`config.mk`:
```
export PLATFORM = sky130hd
export DESIGN_NAME = circular_doubly_linked_ring
export DESIGN_NICKNAME = d
export VERILOG_FILES = /design/src/rtl/cdlr_pkg.sv /design/src/rtl/cdlr_ctrl.sv /design/src/rtl/cdlr_dpath.sv /design/src/rtl/circular_doubly_linked_ring.sv
export SDC_FILE = /design/constraint.sdc
export NUM_CORES = 2
export LEC_CHECK = 0
export BUFFER_PORTS_ARGS = -buffer_cell sky130_fd_sc_hd__buf_2
export CORE_MARGIN = 3
export CORE_UTILIZATION = 50
export CTS_BUF_LIST = sky130_fd_sc_hd__clkbuf_4
export DETAILED_ROUTE_END_ITERATION = 16
export PLACE_DENSITY = 0.65
export SLEW_MARGIN = 20
export SYNTH_ARGS = -nofsm -noshare
export SYNTH_HDL_FRONTEND = slang
export SYNTH_SLANG_ARGS = --single-unit
```
`constraint.sdc`:
```
create_clock -name clk -period 19.65 [get_ports clk]
set_input_delay 1.965 -clock clk [delete_from_list [all_inputs] [get_ports clk]]
set_output_delay 1.965 -clock clk [all_outputs]
set_load 0.005 [all_outputs]
```
`src/rtl/cdlr_pkg.sv`:
```
// ----------------------------------------------------------------------------
// cdlr_pkg
// Shared constants, codes and control types for the circular linked ring.
// ----------------------------------------------------------------------------
package cdlr_pkg;

    localparam int CAPACITY   = 64;
    localparam int VALUE_BITS = 32;
    localparam int DATA_W     = 32;
    localparam int STEP_W     = 16;
    localparam int IDX_W      = $clog2(CAPACITY);
    localparam int CNT_W      = $clog2(CAPACITY + 1);
    localparam int IN_DATA_W  = ((DATA_W + STEP_W + 7) / 8) * 8;
    localparam int OUT_DATA_W = ((DATA_W + CNT_W + 7) / 8) * 8;
    localparam int IN_USER_W  = 3;
    localparam int OUT_USER_W = 2;

    typedef enum logic [1:0] {
        ACT_PUSH   = 2'd0,
        ACT_POP    = 2'd1,
        ACT_PEEK   = 2'd2,
        ACT_ROTATE = 2'd3
    } action_t;

    typedef enum logic [1:0] {
        ST_OK    = 2'd0,
        ST_EMPTY = 2'd1,
        ST_FULL  = 2'd2
    } status_t;

    typedef enum logic [1:0] {
        S_IDLE,
        S_EXEC,
        S_PUSH2,
        S_ROT
    } state_t;

    typedef struct packed {
        logic    load;
        logic    rd_en;
        logic    rd_walk;
        logic    push_a;
        logic    push_b;
        logic    push_commit;
        logic    pop_commit;
        logic    rot_step;
        logic    rot_commit;
        logic    out_load;
        status_t out_status;
    } cdlr_cmd_t;

    typedef struct packed {
        action_t act;
        logic    empty;
        logic    full;
        logic    steps_zero;
        logic    out_free;
    } cdlr_sts_t;

endpackage

```
`src/rtl/cdlr_ctrl.sv`:
```
// ----------------------------------------------------------------------------
// cdlr_ctrl
// Sequencer for push, pop, peek and rotate on the linked ring datapath.
// ----------------------------------------------------------------------------
module cdlr_ctrl (
    input  logic              clk,
    input  logic              rst_n,
    input  logic              in_valid,
    output logic              in_ready,
    input  cdlr_pkg::cdlr_sts_t sts,
    output cdlr_pkg::cdlr_cmd_t cmd
);
    import cdlr_pkg::*;

    state_t state_reg;
    state_t state_next;

    always_ff @(posedge clk or negedge rst_n)
    begin
        if (!rst_n)
        begin
            state_reg <= S_IDLE;
        end
        else
        begin
            state_reg <= state_next;
        end
    end

    always_comb
    begin
        state_next = state_reg;
        unique case (state_reg)
            S_IDLE:
            begin
                if (in_valid)
                begin
                    state_next = S_EXEC;
                end
            end
            S_EXEC:
            begin
                if (sts.act == ACT_PUSH)
                begin
                    if (sts.full || sts.empty)
                    begin
                        if (sts.out_free)
                        begin
                            state_next = S_IDLE;
                        end
                    end
                    else
                    begin
                        state_next = S_PUSH2;
                    end
                end
                else if (sts.empty)
                begin
                    if (sts.out_free)
                    begin
                        state_next = S_IDLE;
                    end
                end
                else if (sts.act == ACT_ROTATE)
                begin
                    state_next = S_ROT;
                end
                else if (sts.out_free)
                begin
                    state_next = S_IDLE;
                end
            end
            S_PUSH2:
            begin
                if (sts.out_free)
                begin
                    state_next = S_IDLE;
                end
            end
            S_ROT:
            begin
                if (sts.steps_zero && sts.out_free)
                begin
                    state_next = S_IDLE;
                end
            end
            default:
            begin
                state_next = S_IDLE;
            end
        endcase
    end

    always_comb
    begin
        cmd      = '0;
        in_ready = 1'b0;
        unique case (state_reg)
            S_IDLE:
            begin
                in_ready   = 1'b1;
                cmd.rd_en  = 1'b1;
                cmd.load   = in_valid;
            end
            S_EXEC:
            begin
                if (sts.act == ACT_PUSH)
                begin
                    if (sts.full)
                    begin
                        cmd.out_load   = sts.out_free;
                        cmd.out_status = ST_FULL;
                    end
                    else if (sts.empty)
                    begin
                        cmd.push_a      = sts.out_free;
                        cmd.push_commit = sts.out_free;
                        cmd.out_load    = sts.out_free;
                    end
                    else
                    begin
                        cmd.push_a = 1'b1;
                    end
                end
                else if (sts.empty)
                begin
                    cmd.out_load   = sts.out_free;
                    cmd.out_status = ST_EMPTY;
                end
                else if (sts.act == ACT_POP)
                begin
                    cmd.pop_commit = sts.out_free;
                    cmd.out_load   = sts.out_free;
                end
                else if (sts.act == ACT_PEEK)
                begin
                    cmd.out_load = sts.out_free;
                end
            end
            S_PUSH2:
            begin
                cmd.push_b      = sts.out_free;
                cmd.push_commit = sts.out_free;
                cmd.out_load    = sts.out_free;
            end
            S_ROT:
            begin
                if (sts.steps_zero)
                begin
                    cmd.rot_commit = sts.out_free;
                    cmd.out_load   = sts.out_free;
                end
                else
                begin
                    cmd.rot_step = 1'b1;
                    cmd.rd_en    = 1'b1;
                    cmd.rd_walk  = 1'b1;
                end
            end
            default:
            begin
                cmd = '0;
            end
        endcase
    end

endmodule

```
`src/rtl/cdlr_dpath.sv`:
```
// ----------------------------------------------------------------------------
// cdlr_dpath
// Link, value and free-index memories with head, count and result registers.
// ----------------------------------------------------------------------------
module cdlr_dpath (
    input  logic                              clk,
    input  logic                              rst_n,
    input  cdlr_pkg::cdlr_cmd_t               cmd,
    output cdlr_pkg::cdlr_sts_t               sts,
    input  logic [cdlr_pkg::IN_DATA_W-1:0]    in_data,
    input  logic [cdlr_pkg::IN_USER_W-1:0]    in_user,
    output logic                              out_valid,
    input  logic                              out_ready,
    output logic [cdlr_pkg::OUT_DATA_W-1:0]   out_data,
    output logic [cdlr_pkg::OUT_USER_W-1:0]   out_user
);
    import cdlr_pkg::*;

    logic [IDX_W-1:0]      next_mem [CAPACITY];
    logic [IDX_W-1:0]      prev_mem [CAPACITY];
    logic [VALUE_BITS-1:0] value_mem [CAPACITY];
    logic [IDX_W-1:0]      free_mem [CAPACITY];
    logic [CAPACITY-1:0]   free_valid_reg;

    logic [IDX_W-1:0]      head_reg;
    logic [IDX_W-1:0]      head_next;
    logic [CNT_W-1:0]      count_reg;
    logic [CNT_W-1:0]      count_next;
    logic [CNT_W-1:0]      top_reg;
    logic [CNT_W-1:0]      top_next;
    logic [CNT_W-1:0]      top_dec;

    action_t               act_reg;
    logic                  dir_reg;
    logic [DATA_W-1:0]     pval_reg;
    logic [STEP_W-1:0]     steps_reg;
    logic [IDX_W-1:0]      cur_reg;
    logic [IDX_W-1:0]      alloc_reg;

    logic [IDX_W-1:0]      nx_q;
    logic [IDX_W-1:0]      pv_q;
    logic [VALUE_BITS-1:0] val_q;
    logic [IDX_W-1:0]      fs_q;

    logic [IDX_W-1:0]      new_cur;
    logic [IDX_W-1:0]      rd_addr;
    logic [IDX_W-1:0]      fs_rd_addr;
    logic [IDX_W-1:0]      alloc_n;
    logic [VALUE_BITS-1:0] store_val;
    logic [63:0]           val_ext;
    logic                  release_ok;

    logic                  nx_we;
    logic [IDX_W-1:0]      nx_wa;
    logic [IDX_W-1:0]      nx_wd;
    logic                  pv_we;
    logic [IDX_W-1:0]      pv_wa;
    logic [IDX_W-1:0]      pv_wd;

    logic                  out_valid_reg;
    logic [DATA_W-1:0]     out_value_reg;
    status_t               out_status_reg;
    logic [CNT_W-1:0]      out_count_reg;
    logic [DATA_W-1:0]     rd_value;

    assign top_dec    = top_reg - CNT_W'(1);
    assign fs_rd_addr = top_dec[IDX_W-1:0];
    assign new_cur    = dir_reg ? pv_q : nx_q;
    assign rd_addr    = cmd.rd_walk ? new_cur : head_reg;
    assign alloc_n    = cmd.push_a ? fs_q : alloc_reg;
    assign store_val  = VALUE_BITS'(64'(signed'(pval_reg)));
    assign val_ext    = 64'(signed'(val_q));
    assign release_ok = (top_reg < CNT_W'(CAPACITY));

    assign sts.act        = act_reg;
    assign sts.empty      = (count_reg == '0);
    assign sts.full       = (count_reg >= CNT_W'(CAPACITY)) || (top_reg == '0);
    assign sts.steps_zero = (steps_reg == '0);
    assign sts.out_free   = !out_valid_reg || out_ready;

    // link write ports
    always_comb
    begin
        nx_we = 1'b0;
        nx_wa = alloc_n;
        nx_wd = alloc_n;
        pv_we = 1'b0;
        pv_wa = alloc_n;
        pv_wd = alloc_n;
        if (cmd.push_a)
        begin
            nx_we = 1'b1;
            pv_we = 1'b1;
            if (count_reg != '0)
            begin
                nx_wd = dir_reg ? head_reg : nx_q;
                pv_wd = dir_reg ? pv_q : head_reg;
            end
        end
        else if (cmd.push_b)
        begin
            nx_we = 1'b1;
            pv_we = 1'b1;
            nx_wa = dir_reg ? pv_q : head_reg;
            pv_wa = dir_reg ? head_reg : nx_q;
        end
        else if (cmd.pop_commit && (count_reg != CNT_W'(1)))
        begin
            nx_we = 1'b1;
            pv_we = 1'b1;
            nx_wa = pv_q;
            nx_wd = nx_q;
            pv_wa = nx_q;
            pv_wd = pv_q;
        end
    end

    always_ff @(posedge clk)
    begin
        if (nx_we)
        begin
            next_mem[nx_wa] <= nx_wd;
        end
        if (cmd.rd_en)
        begin
            nx_q <= next_mem[rd_addr];
        end
    end

    always_ff @(posedge clk)
    begin
        if (pv_we)
        begin
            prev_mem[pv_wa] <= pv_wd;
        end
        if (cmd.rd_en)
        begin
            pv_q <= prev_mem[rd_addr];
        end
    end

    always_ff @(posedge clk)
    begin
        if (cmd.push_a)
        begin
            value_mem[alloc_n] <= store_val;
        end
        if (cmd.rd_en)
        begin
            val_q <= value_mem[rd_addr];
        end
    end

    always_ff @(posedge clk)
    begin
        if (cmd.pop_commit && release_ok)
        begin
            free_mem[top_reg[IDX_W-1:0]] <= head_reg;
        end
        if (cmd.rd_en)
        begin
            fs_q <= free_valid_reg[fs_rd_addr] ? free_mem[fs_rd_addr]
                                               : IDX_W'(CAPACITY - 1) - fs_rd_addr;
        end
    end

    // untouched free-stack entries read as their reset contents
    always_ff @(posedge clk or negedge rst_n)
    begin
        if (!rst_n)
        begin
            free_valid_reg <= '0;
        end
        else if (cmd.pop_commit && release_ok)
        begin
            free_valid_reg[top_reg[IDX_W-1:0]] <= 1'b1;
        end
    end

    always_comb
    begin
        head_next  = head_reg;
        count_next = count_reg;
        top_next   = top_reg;
        if (cmd.push_commit)
        begin
            head_next  = alloc_n;
            count_next = count_reg + CNT_W'(1);
            top_next   = top_dec;
        end
        else if (cmd.pop_commit)
        begin
            count_next = count_reg - CNT_W'(1);
            if (release_ok)
            begin
                top_next = top_reg + CNT_W'(1);
            end
            if (count_reg != CNT_W'(1))
            begin
                head_next = new_cur;
            end
        end
        else if (cmd.rot_commit)
        begin
            head_next = cur_reg;
        end
    end

    always_ff @(posedge clk or negedge rst_n)
    begin
        if (!rst_n)
        begin
            head_reg  <= '0;
            count_reg <= '0;
            top_reg   <= CNT_W'(CAPACITY);
        end
        else
        begin
            head_reg  <= head_next;
            count_reg <= count_next;
            top_reg   <= top_next;
        end
    end

    always_ff @(posedge clk or negedge rst_n)
    begin
        if (!rst_n)
        begin
            act_reg <= ACT_PUSH;
            dir_reg <= 1'b0;
        end
        else if (cmd.load)
        begin
            act_reg <= action_t'(in_user[1:0]);
            dir_reg <= in_user[2];
        end
    end

    always_ff @(posedge clk)
    begin
        if (cmd.load)
        begin
            pval_reg  <= in_data[DATA_W-1:0];
            steps_reg <= in_data[DATA_W +: STEP_W];
            cur_reg   <= head_reg;
        end
        else if (cmd.rot_step)
        begin
            steps_reg <= steps_reg - STEP_W'(1);
            cur_reg   <= new_cur;
        end
        if (cmd.push_a)
        begin
            alloc_reg <= fs_q;
        end
    end

    always_comb
    begin
        rd_value = '0;
        if ((cmd.out_status == ST_OK) && ((act_reg == ACT_POP) || (act_reg == ACT_PEEK)))
        begin
            rd_value = val_ext[DATA_W-1:0];
        end
    end

    always_ff @(posedge clk or negedge rst_n)
    begin
        if (!rst_n)
        begin
            out_valid_reg <= 1'b0;
        end
        else if (cmd.out_load)
        begin
            out_valid_reg <= 1'b1;
        end
        else if (out_ready)
        begin
            out_valid_reg <= 1'b0;
        end
    end

    always_ff @(posedge clk)
    begin
        if (cmd.out_load)
        begin
            out_value_reg  <= rd_value;
            out_status_reg <= cmd.out_status;
            out_count_reg  <= count_next;
        end
    end

    assign out_valid = out_valid_reg;
    assign out_data  = OUT_DATA_W'({out_count_reg, out_value_reg});
    assign out_user  = out_status_reg;

endmodule

```
`src/rtl/circular_doubly_linked_ring.sv`:
```
// ----------------------------------------------------------------------------
// circular_doubly_linked_ring
// Pop, peek, status-only words and a push into an empty ring finish in the
// execute state; other pushes add a second link-write state; rotate
// walks one link per cycle through the link memory read port, then commits.
// One word in flight; the next is taken the cycle after the result is loaded.
// Reset is asynchronous: ring empty, head 0, free stack full, no clearing pass.
// ----------------------------------------------------------------------------
module circular_doubly_linked_ring (
    input  logic                            clk,
    input  logic                            rst_n,
    input  logic                            s_axis_tvalid,
    output logic                            s_axis_tready,
    // [31:0] push_value, [47:32] rotate_steps
    input  logic [cdlr_pkg::IN_DATA_W-1:0]  s_axis_tdata,
    // [1:0] action, [2] direction
    input  logic [cdlr_pkg::IN_USER_W-1:0]  s_axis_tuser,
    output logic                            m_axis_tvalid,
    input  logic                            m_axis_tready,
    // [31:0] read_value, [38:32] entry_count
    output logic [cdlr_pkg::OUT_DATA_W-1:0] m_axis_tdata,
    // [1:0] status
    output logic [cdlr_pkg::OUT_USER_W-1:0] m_axis_tuser
);
    import cdlr_pkg::*;

    cdlr_cmd_t cmd;
    cdlr_sts_t sts;

    cdlr_ctrl u_ctrl (
        .clk      (clk),
        .rst_n    (rst_n),
        .in_valid (s_axis_tvalid),
        .in_ready (s_axis_tready),
        .sts      (sts),
        .cmd      (cmd)
    );

    cdlr_dpath u_dpath (
        .clk       (clk),
        .rst_n     (rst_n),
        .cmd       (cmd),
        .sts       (sts),
        .in_data   (s_axis_tdata),
        .in_user   (s_axis_tuser),
        .out_valid (m_axis_tvalid),
        .out_ready (m_axis_tready),
        .out_data  (m_axis_tdata),
        .out_user  (m_axis_tuser)
    );

endmodule
```
==> summary.md <==
| Metric | Value |
|---|---|
| Outcome | finished, final reports clean |
| CTS sink cnt | 3441 |
| Met2 Usage GRT | 42.81% |
| Post-layout util | 56.53% |
| Peak supply drop | ~140 uV |
| Port bufs | 97 |
| Fmax | 0.1469 GHz |
| Reg with most FFs | u_dpath.value_mem |
| Slew headroom | 13.40% |
| Sequential share of the synthesized area | 75.68% |
| Routed wire per std cell | 32.23 um |
| Max Root-Sink Buffers | 4 |
| Setup violators final | 0 |
| Filler cells | approximately 21000 |
| Initial Util | 50.48% |
| CP most frequent cell | buf_4 |
| Gate Count Post-Synth | 7524 |
| Ys Warns | 0 |
| Top Usage Layer GRT | met2 |
| CTS tree | yes |
| CP max stage cell | buf_4 |
| Pwr/cell area | 159.0 mW/mm^2 |
| First-pass GRT wire length | 569.5 mm |
| Top-Level Pins | 99 |
| Vias per inst | 6.373 |
| Hold slack | 312.5 ps |
| Critical Path End | u_dpath.pv_q[1]$_DFFE_PP_ |
| Mapped Area | approximately 0.14 mm^2 |
| Max Slew Vio Count | 0 |
| Die area | 0.2780 mm^2 |
| Crit path DAT | 8110 ps |
| Crit path from | u_dpath.steps_reg[0]$_DFFE_PP_ |
| Worst reg2reg startpoint | u_dpath.steps_reg[0]$_DFFE_PP_ |
| Detail Placement HPWL | 225.9 mm |
| Setup crit end kind | register |
| Family with the most delay on the worst path | buffers and inverters |
| Layout cells sized above 1 | 28.00% |
| Crit Path Class | reg2reg |
| Fin crit share | 34.65% |
| Prevailing post-synth register cell | edfxtp_1 |
| Hold crit path type | in2async |
| Vias in the first global route | 79062 |
| Tightest Pin Transition | 1285 ps |
| Worst setup SP type | register |
| GRT Resource Usage Total | 28.60% |
| H-tree lvl count | 6 |
| Met1 GRT Util | 39.85% |
| Final Net Count | 8328 |
| Post-layout minimum cycle time | around 6800 ps |
| DIE HEIGHT | ~530 um |
| Yosys reg bits | 3441 |
| Hold-fix buffers at CTS | 0 |
| Max incr delay on CP | 770 ps |
| CTS root buf | clkbuf_4 |
| LEAKAGE | 49.77 nW |
| GR Util met3 | under 10% |
| Max-Cap Viols | 0 |
| DR pass1 iterations | 6 |
| Initial antenna violation count | 49 |
| Worst Skew | ~160 ps |
| CP bufs+invs | 5 |
| GRT overflow | 0 |
| EDFF count, synth | 3345 |
| Reg2Reg Depth | 14 |
| Worst-path fanout max | 72 |
| Critical path cell sequence | inv_1 > ha_1 > nor4b_2 > and4_1 > o21ai_4 > nand2_8 > buf_4 > buf_4 > buf_4 > buf_4 > mux4_2 > a2111oi_0 > nor3_1 > o221a_1 |
| Reg clk slew, reported paths | 70 ps |
| Worst Path Required | 20950 ps |
| CTS buffer count | between 800 and 900 |
| # rows | between 150 and 200 |
| Avg Inst Size Synth | 18.06 um^2 |
| WL final | ~400 mm |
| Antenna-violating nets left | 0 |
| Number of flip-flops in the largest register | 2048 |
| Drc violations | 0 |
| Core ar. | around 0.27 mm^2 |
| Clock Latency Late Sink | approximately 1600 ps |
| Largest net degree at the start of global routing | 122 |
| Stages on the worst setup path | 14 |
| Postcts setup bufs | 0 |
| Area Growth Syn to Fin | 11.97% |
| Yosys cell types | 93 |
| Final setup TNS | 0 ps |
| RSZ-0062 raised after global routing | no |
| Final Hold Fails | 0 |
| Syn nets | roughly 7600 |
| Post-cts resize count | 0 |
| R2r endpoint | u_dpath.pv_q[1]$_DFFE_PP_ |
| Via count | between 70000 and 80000 |
| Async SR Flop Fraction | 2.616% |
| Die Wd | 527.3 um |
| GPL Wtd Cong | around 0.9 |
| R2R Setup Slk | roughly 13000 ps |
| Initial DRC count | 11834 |
-- kinds of logic (layout without fill, tap and decap cells) --
kind of cell / count (synthesis) / count (layout) / synth area share (%)
muxes: 855 / 855 / 11.43
DFF: 3441 / 3441 / 75.68
AOI/OAI and AO/OA: 1181 / 1181 / 5.688
and+or+nand+nor: 1531 / 1531 / 4.961
other: 1 / 40 / 0.002760
adders and majority gates: 14 / 14 / 0.1289
xor gates and xnor gates: 28 / 28 / 0.1805
buffers and inverters: 473 / 1856 / 1.929
-- cells in the mapped netlist (10+ instances only) --
cell | count | area [um^2]
a211o_1 | 51 | 446.7
or2_2 | 67 | 419.2
and2_1 | 38 | 237.7
o22a_1 | 12 | 105.1
o21ai_0 | 178 | 890.9
nand3_1 | 155 | 775.7
mux2_2 | 52 | 585.6
clkbuf_1 | 198 | 743.2
nor4_1 | 24 | 150.1
or3_1 | 14 | 87.58
a31o_2 | 12 | 105.1
o31a_1 | 13 | 113.9
edfxtp_1 | 3345 | 100400
o2111a_1 | 10 | 112.6
a21oi_1 | 401 | 2007
o21a_1 | 12 | 90.09
a2111oi_0 | 42 | 367.9
dfrtp_1 | 89 | 2227
nand2_1 | 655 | 2459
buf_2 | 111 | 555.5
o221ai_1 | 35 | 306.5
ha_1 | 14 | 175.2
a21o_1 | 15 | 112.6
o221a_2 | 11 | 123.9
buf_4 | 37 | 277.8
nor3_1 | 110 | 550.5
and3_1 | 22 | 137.6
a311oi_1 | 13 | 113.9
a31oi_1 | 47 | 294.0
buf_1 | 37 | 138.9
o211ai_1 | 32 | 240.2
buf_8 | 12 | 180.2
mux2i_1 | 252 | 2522
inv_1 | 24 | 90.09
o31ai_1 | 22 | 165.2
a211oi_1 | 73 | 548.0
o22ai_1 | 106 | 663.1
nor2_1 | 392 | 1471
mux4_2 | 549 | 12360
nor2b_1 | 16 | 100.1
buf_6 | 49 | 551.8
xnor2_1 | 19 | 166.4
o221a_1 | 10 | 112.6
a22oi_1 | 13 | 97.59
-- layer usage --
metal  vias to the layer above  wire, um
li1                      32375         -
met5                         -       176
met3                       864     53480
met2                      5517    182200
met1                     40868    152200
met4                        26     14740
-- stage by stage --
stage	area (um^2)	setup slack [ps]	std cells	power [mW]
after floorplan	135900	13130	7524	14.61
after global placement	141100	12860	10959	18.08
after detailed placement	141200	12850	10966	18.23
after CTS	152000	12800	12459	24.11
after global routing	152100	12340	12468	25.03
final	152100	12840	12498	24.19
-- layout make-up --
class,count,area [um^2],area share [%]
Sequential cell,3441,102800,67.60
Multi-Input combinational cell,3610,31450,20.68
Clock buffer,1220,9159,6.021
Tap cell,3552,4444,2.921
Timing Repair Buffer,338,2416,1.588
Clock inverter,273,1632,1.073
Antenna cell,39,97.59,0.06415
Inverter,25,93.84,0.06169
-- layout by cell type (no fill, tap or decap), types with 21 or more instances in the layout --
cell type,synthesis,layout
nor4_1,24,24
a2111oi_0,42,42
and3_1,22,21
nand2_1,655,653
o221ai_1,35,35
edfxtp_1,3345,3345
clkbuf_4,0,1220
or2_2,67,67
o21ai_0,178,165
clkinv_2,0,22
a31oi_1,47,35
o211ai_1,32,32
mux2i_1,252,251
nand3_1,155,155
o22ai_1,106,106
nor3_1,110,97
nor2_4,0,63
inv_1,24,24
mux2_2,52,51
nor2_1,392,327
clkinv_1,1,191
a211o_1,51,51
diode_2,0,39
mux4_2,549,549
and2_1,38,38
a21oi_1,401,387
a211oi_1,73,70
buf_2,111,96
dfrtp_1,89,82
buf_4,37,229
-- power breakdown --
part           switching [mW]  internal [mW]
Clock                    2.91           3.00
Sequential              0.268           9.11
Combinational            6.18           2.71
Total                    9.36           14.8
-- how the worst min path moves through the flow --
stage / start / end / slack [ps] / cells after the start
3_3_place_gp: u_dpath.free_valid_reg[48]$_DFFE_PN0P_ / u_dpath.free_valid_reg[48]$_DFFE_PN0P_ / 450 / 1
6_report: rst_n / u_dpath.free_valid_reg[10]$_DFFE_PN0P_ / 310 / 1
3_5_place_dp: u_dpath.free_valid_reg[5]$_DFFE_PN0P_ / u_dpath.free_valid_reg[5]$_DFFE_PN0P_ / 450 / 1
5_1_grt: rst_n / u_dpath.free_valid_reg[10]$_DFFE_PN0P_ / 180 / 1
4_1_cts: rst_n / u_dpath.free_valid_reg[10]$_DFFE_PN0P_ / 150 / 1
2_1_floorplan: u_dpath.free_valid_reg[13]$_DFFE_PN0P_ / u_dpath.free_valid_reg[13]$_DFFE_PN0P_ / 430 / 1
Power figures use the tool's default switching activity.
